==> src/rtl/sec_pkg.sv <==
// Shared types and constants of the squared exponential covariance block.
// No dependencies; every other file but sec_if imports this package.
package sec_pkg;

    localparam int NLANE    = 4;
    localparam int COORD_W  = 16;
    localparam int LEN_W    = 16;
    localparam int VAL_W    = 32;
    localparam int MQ_W     = 23;
    localparam int NEXP_W   = 7;
    localparam int ORDER    = 12;
    localparam int RECIP_SH = 36;
    localparam int RECIP_W  = 37;

    // log2(e)/2 and ln(2), both in Q0.32.
    localparam logic [31:0] HALF_LOG2E = 32'hB8AA3B29;
    localparam logic [31:0] LN2        = 32'hB17217F8;
    localparam logic [32:0] ONE_Q32    = 33'h1_0000_0000;

    typedef enum logic [2:0] {
        REG_AMP  = 3'd0,
        REG_NUG  = 3'd1,
        REG_LEN0 = 3'd2,
        REG_LEN1 = 3'd3,
        REG_LEN2 = 3'd4,
        REG_LEN3 = 3'd5
    } cfg_reg_t;

    // Distance summary handed from the front part to the exponent part.
    typedef struct packed {
        logic [MQ_W-1:0] mq;
        logic            coin;
        logic            near;
    } dist_t;

    typedef struct packed {
        logic full;
        logic empty;
    } fifo_stat_t;

    // Side information that travels with an item through the series.
    typedef struct packed {
        logic [NEXP_W-1:0] n;
        logic              coin;
        logic              near;
    } side_t;

    // floor(2^36 / k) for the divisors of the series.
    function automatic logic [RECIP_W-1:0] recip(input logic [3:0] k);
        logic [RECIP_W-1:0] r;
        case (k)
            4'd1:    r = 37'd68719476736;
            4'd2:    r = 37'd34359738368;
            4'd3:    r = 37'd22906492245;
            4'd4:    r = 37'd17179869184;
            4'd5:    r = 37'd13743895347;
            4'd6:    r = 37'd11453246122;
            4'd7:    r = 37'd9817068105;
            4'd8:    r = 37'd8589934592;
            4'd9:    r = 37'd7635497415;
            4'd10:   r = 37'd6871947673;
            4'd11:   r = 37'd6247225157;
            4'd12:   r = 37'd5726623061;
            default: r = 37'd0;
        endcase
        return r;
    endfunction

endpackage

==> src/rtl/sec_fifo.sv <==
// Short queue between the distance front part and the exponent back part.
// Depends on sec_pkg.
module sec_fifo #(
    parameter int DEPTH = 4
) (
    input  logic                clk,
    input  logic                rst_n,
    input  logic                push,
    input  sec_pkg::dist_t      wdata,
    input  logic                pop,
    output sec_pkg::dist_t      rdata,
    output sec_pkg::fifo_stat_t stat
);
    import sec_pkg::*;

    localparam int PTR_W = (DEPTH > 1) ? $clog2(DEPTH) : 1;
    localparam int CNT_W = $clog2(DEPTH + 1);

    dist_t              mem [DEPTH];
    logic [PTR_W-1:0]   wr_ptr_reg, rd_ptr_reg;
    logic [CNT_W-1:0]   count_reg;
    logic               do_push, do_pop;

    assign stat.full  = (count_reg == CNT_W'(DEPTH));
    assign stat.empty = (count_reg == '0);
    assign do_push    = push && !stat.full;
    assign do_pop     = pop && !stat.empty;
    assign rdata      = mem[rd_ptr_reg];

    always_ff @(posedge clk)
    begin
        if (do_push)
        begin
            mem[wr_ptr_reg] <= wdata;
        end
    end

    always_ff @(posedge clk or negedge rst_n)
    begin
        if (!rst_n)
        begin
            wr_ptr_reg <= '0;
            rd_ptr_reg <= '0;
            count_reg  <= '0;
        end
        else
        begin
            if (do_push)
            begin
                wr_ptr_reg <= (wr_ptr_reg == PTR_W'(DEPTH - 1)) ? '0 : wr_ptr_reg + 1'b1;
            end
            if (do_pop)
            begin
                rd_ptr_reg <= (rd_ptr_reg == PTR_W'(DEPTH - 1)) ? '0 : rd_ptr_reg + 1'b1;
            end
            if (do_push && !do_pop)
            begin
                count_reg <= count_reg + 1'b1;
            end
            else if (do_pop && !do_push)
            begin
                count_reg <= count_reg - 1'b1;
            end
        end
    end

endmodule

==> config.mk <==
export PLATFORM = sky130hd
export DESIGN_NAME = sec_fifo
export DESIGN_NICKNAME = d
export VERILOG_FILES = /design/src/rtl/sec_pkg.sv /design/src/rtl/sec_fifo.sv
export SDC_FILE = /design/constraint.sdc
export NUM_CORES = 1
export LEC_CHECK = 0
export BUFFER_PORTS_ARGS = -buffer_cell sky130_fd_sc_hd__buf_2
export CORE_MARGIN = 2
export CORE_UTILIZATION = 56
export DETAILED_ROUTE_END_ITERATION = 6
export PLACE_DENSITY = 0.78
export SLEW_MARGIN = 40
export SYNTH_ARGS = -nofsm -noshare
export SYNTH_HDL_FRONTEND = slang
export SYNTH_SLANG_ARGS = --single-unit
==> constraint.sdc <==
create_clock -name clk -period 2.9 [get_ports clk]
set_clock_uncertainty 0.15 [all_clocks]
set_input_delay 0.435 -clock clk [delete_from_list [all_inputs] [get_ports clk]]
set_output_delay 0.435 -clock clk [all_outputs]
set_load 0.02 [all_outputs]
## After elaboration in Yosys (flattened, before gate mapping)

Memories as Yosys holds them, arrays and structs flattened.
Index checks and enable logic that the tools add are counted.

| storage, ports and cells | value |
|---|---|
| word-level logic and storage cells | 27 |
| bits in writable memories | 100 |
| bits of input ports | 29 |
| output and inout bits | 27 |
| memories kept | 1 |
| bits in registers | 7 |

| cells by class | value |
|---|---|
| equality and inequality tests | 3 |
| multiplexer cells | 6 |
| reduce and logical (&&, ||, !) cells | 10 |
| add/subtract/negate cells | 4 |

Memories:

| name | words | bits a word | read ports | clocked after memory_dff | write ports | RTL line | source |
|---|---|---|---|---|---|---|---|
| mem | 4 | 25 | 1 | 0 | 1 | sec_fifo.sv:19 | `dist_t mem [DEPTH];` |

Operator list:

| operator | count |
|---|---|
| 2-to-1 mux 3 bit | 2 |
| adder 2 x 1 -> 2 bit, second input constant | 2 |
| equality test 2 bit, second input constant | 2 |
| logical AND 1 bit | 4 |
| logical NOT 1 bit | 4 |
| 2-to-1 mux 2 bit | 2 |
| adder 3 x 1 -> 3 bit, second input constant | 1 |
| equality test 3 bit, second input constant | 1 |
| logical NOT 3 bit | 1 |
| subtractor 3 x 1 -> 3 bit, second input constant | 1 |
| 2-to-1 mux 1 bit | 2 |
| nonzero test 2 bit | 1 |

## Depth between registers and ports, before layout

| logic depth | value |
|---|---|
| word-level depth | 7 |
| depth in mapped cells | 9 |

## Least setup slack after synthesis

OpenSTA, ideal clock, no wires.

| path | value |
|---|---|
| path type | register to register |
| start | register count_reg[0] |
| end | register count_reg[1] |
| setup slack | 0.625 ns |
| required time | 2.625 ns |
| arrival | 2.000 ns |
| period minus slack after synthesis | 2.275 ns |
| path buffers | 1 |
| cell stages (with the launch flop) | 8 |
| cells stage by stage | dfrtp_1 nor3b_2 nor2b_1 buf_2 ha_1 inv_1 fa_1 mux2_2 |

RTL lines:

| what | RTL line | source |
|---|---|---|
| start, declared | sec_fifo.sv:21 | `logic [CNT_W-1:0] count_reg;` |
| start signal, assigned | sec_fifo.sv:58 | `count_reg <= count_reg + 1'b1;` |
| start signal, assigned | sec_fifo.sv:62 | `count_reg <= count_reg - 1'b1;` |

==> results.yml <==
yosys:
  synthMostInstantiatedCell: "edfxtp_1"
  ys_warn_count: 0
  yosys.area.top_type: "edfxtp_1"
  ys_ff_latch: 107
  ys_async_sr_fraction: 0.0654
  synth_common_cells: "edfxtp_1 (100), mux4_2 (25), dfrtp_1 (7)"
  yosysTopAreaCellShare: 0.741
  ys_seq_area_frac: 0.784
  synth-edff-count: 100
  syn_nets: 204
  ys.flop_type: "edfxtp_1"
  synth_area_leaders: "edfxtp_1 (74%), mux4_2 (14%), dfrtp_1 (4.3%)"
  synthCells: 168
  syn_area_per_cell_sq_um: 24.1
  syn_area_sq_um: 4050
  ys_types: 20
global_route:
  grt_antenna_before_repair: 0
  grt.overflow.total: 0
  grt_max_degree: 26
  grt.total_usage: 0.171
  grt_first_pass_wirelength_mm: 9.63
  grt_pass1_vias: 1929
floorplan:
  fp.dieH_um: 89.1
  ios: 56
  core_region_area_sq_um: 7140
  dieArea_sq_um: 7940
  row_count: 31
  die_w_um: 89.1
  start_util: 0.568
route:
  via_per_inst: 5.33
  vias: 1807
  avgRoutedWirePerCell_um: 18.6
  ant_nets: 0
  wl_mm: 6.30
  drt_iter0_drc: 67
  drc: 0
  first_pass_iters: 4
setup_path:
  reg2reg_to: "count_reg[2]"
  crit_chain: "buf_12 -> mux4_2 -> buf_2"
  slowest_delay_ns: 0.54
  crit_required_ns: 2.32
  worst-setup-path-type: "flop to output port"
  crit_family: "flip-flops"
  endpoint_kind: "output port"
  worstSetupStartpoint: "rd_ptr_reg[0]"
  r2r_setup_slack_ns: 0.66
  critPathArrivalTime_ns: 1.86
  critical_path.slowest_cell: "dfrtp_2"
  worstRegToRegCells: 7
  start_kind: "flop"
  worstReg2RegStart: "count_reg[0]"
  crit_fanout: 20
  crit_buf_inv: 2
sta:
  rsz0062_at_grt: "false"
  min_period_over_period: 0.844
  drv_slew: 0
  max_freq_mhz: 409
  relSlewSlack: 0.732
  hold_viol_final: 0
  finalCriticalPeriod_ns: 2.45
  fin_tns_setup_ns: 0
  setup_viol_count_final: 0
  worst_pin_slew_ns: 0.400
placement:
  hpwl_mm: 4.02
  io_buffers: 55
  gp_congestion: 0.662
  dp.cells: 322
cells_and_area:
  area_growth_pct: 16.4
  drive_above_1_share: 0.458
  antenna_cells: 0
  largest_reg_flops: 100
  final_cell_count_no_fill: 339
  postLayoutCoreUtil: 0.661
  nets: 271
clock_network:
  post_cts_buffers: 0
  numClockSinks: 107
  cts-root-buf: "clkbuf_8"
  cts_buffers: 9
  clock_path_buffers: 2
  clk_latency_ns: 0.35
  clk_transition_reported_paths_ns: 0.10
  ctsHoldBuffers: 1
  cts_tree: "yes"
  cts.repair.resized: 0
  htreeDepth: 3
min_path:
  min_from: "wdata[16]"
  min_to: "mem[3][16]"
  hold_depth: 1
  hold_path_class: "input pin to flop"
run:
  max_cap_violations: 0
power:
  power_leakage_uw: 0.00167
  vdd.ir_drop.worst_mv: 0.692
  power.density_nw_per_um2: 1020
run_status:
  outcome: "finished, final reports clean"
## placed cells by master (no fill, tap or decap)
master,count
mux2_2,2
nor3_1,2
nor3b_2,1
clkinv_2,1
edfxtp_1,100
dfrtp_1,6
nor2_1,2
buf_12,2
buf_4,5
xor2_1,2
nor2b_1,1
fa_1,1
clkinv_4,1
dlygate4sd3_1,1
inv_1,3
xnor2_1,1
dfrtp_2,1
inv_6,2
a21o_1,1
clkinvlp_4,1
clkbuf_8,9
ha_1,6
mux4_2,25
bufinv_16,2
o31ai_2,1
buf_2,55
and2_1,4
mux2_4,2
## kinds of logic (layout without fill, tap and decap cells)
group,count (synthesis),count (layout),share of synthesized area
adder cells (fa/ha/maj),7,7,0.0235
buffers and inverters,10,82,0.0142
flip-flops,107,107,0.784
AO/OA/AOI/OAI,2,2,0.00494
XOR/XNOR,3,3,0.00648
multiplexers,29,29,0.152
AND/OR/NAND/NOR,10,10,0.0151
## stage by stage
stage | area [sq um] | hold WS, ns | setup slack, ns | power, uW
6_report | 4720 | 0.138 | 0.453 | 4800
5_1_grt | 4720 | 0.130 | 0.360 | 5050
4_1_cts | 4720 | 0.127 | 0.412 | 4870
3_5_place_dp | 4490 | 0.129 | 0.642 | 3900
3_3_place_gp | 4490 | 0.129 | 0.775 | 3850
2_1_floorplan | 4050 | -0.0106 | 0.625 | 3380
## routing by layer
metal / up-vias / wire length (um) / global-route usage / share of wire
li1: 823 / - / - / -
met1: 943 / 2710 / 0.218 / 0.43
met2: 36 / 3280 / 0.292 / 0.52
met3: 5 / 250 / 0.0379 / 0.040
met4: 0 / 66 / 0.0651 / 0.010
met5: - / 0 / 0 / 0
## worst max path at each step
| stage | to | slack (ns) | cells past startpoint |
|---|---|---|---|
| 3_3_place_gp | count_reg[2] | 0.78 | 7 |
| 2_1_floorplan | count_reg[1] | 0.63 | 7 |
| 5_1_grt | rdata[18] | 0.36 | 3 |
| 6_report | rdata[11] | 0.45 | 3 |
| 3_5_place_dp | count_reg[2] | 0.64 | 7 |
| 4_1_cts | rdata[6] | 0.41 | 3 |
## power by group
group          total [uW]  switching, uW  internal [uW]  leakage (uW)
Clock                 979            487            492      0.000110
Sequential           2210            160           2050      0.000997
Combinational        1610            880            733      0.000559
## cell type report
cell class	instances	area (sq um)
fillers	512	2420
flip-flops and latches	107	3180
multi-input cells	51	818
clock buffers	9	124
well taps	99	124
clock inverters	7	98.8
inverters	3	11.3
repair buffers	63	363
Power figures use the tool's default switching activity.
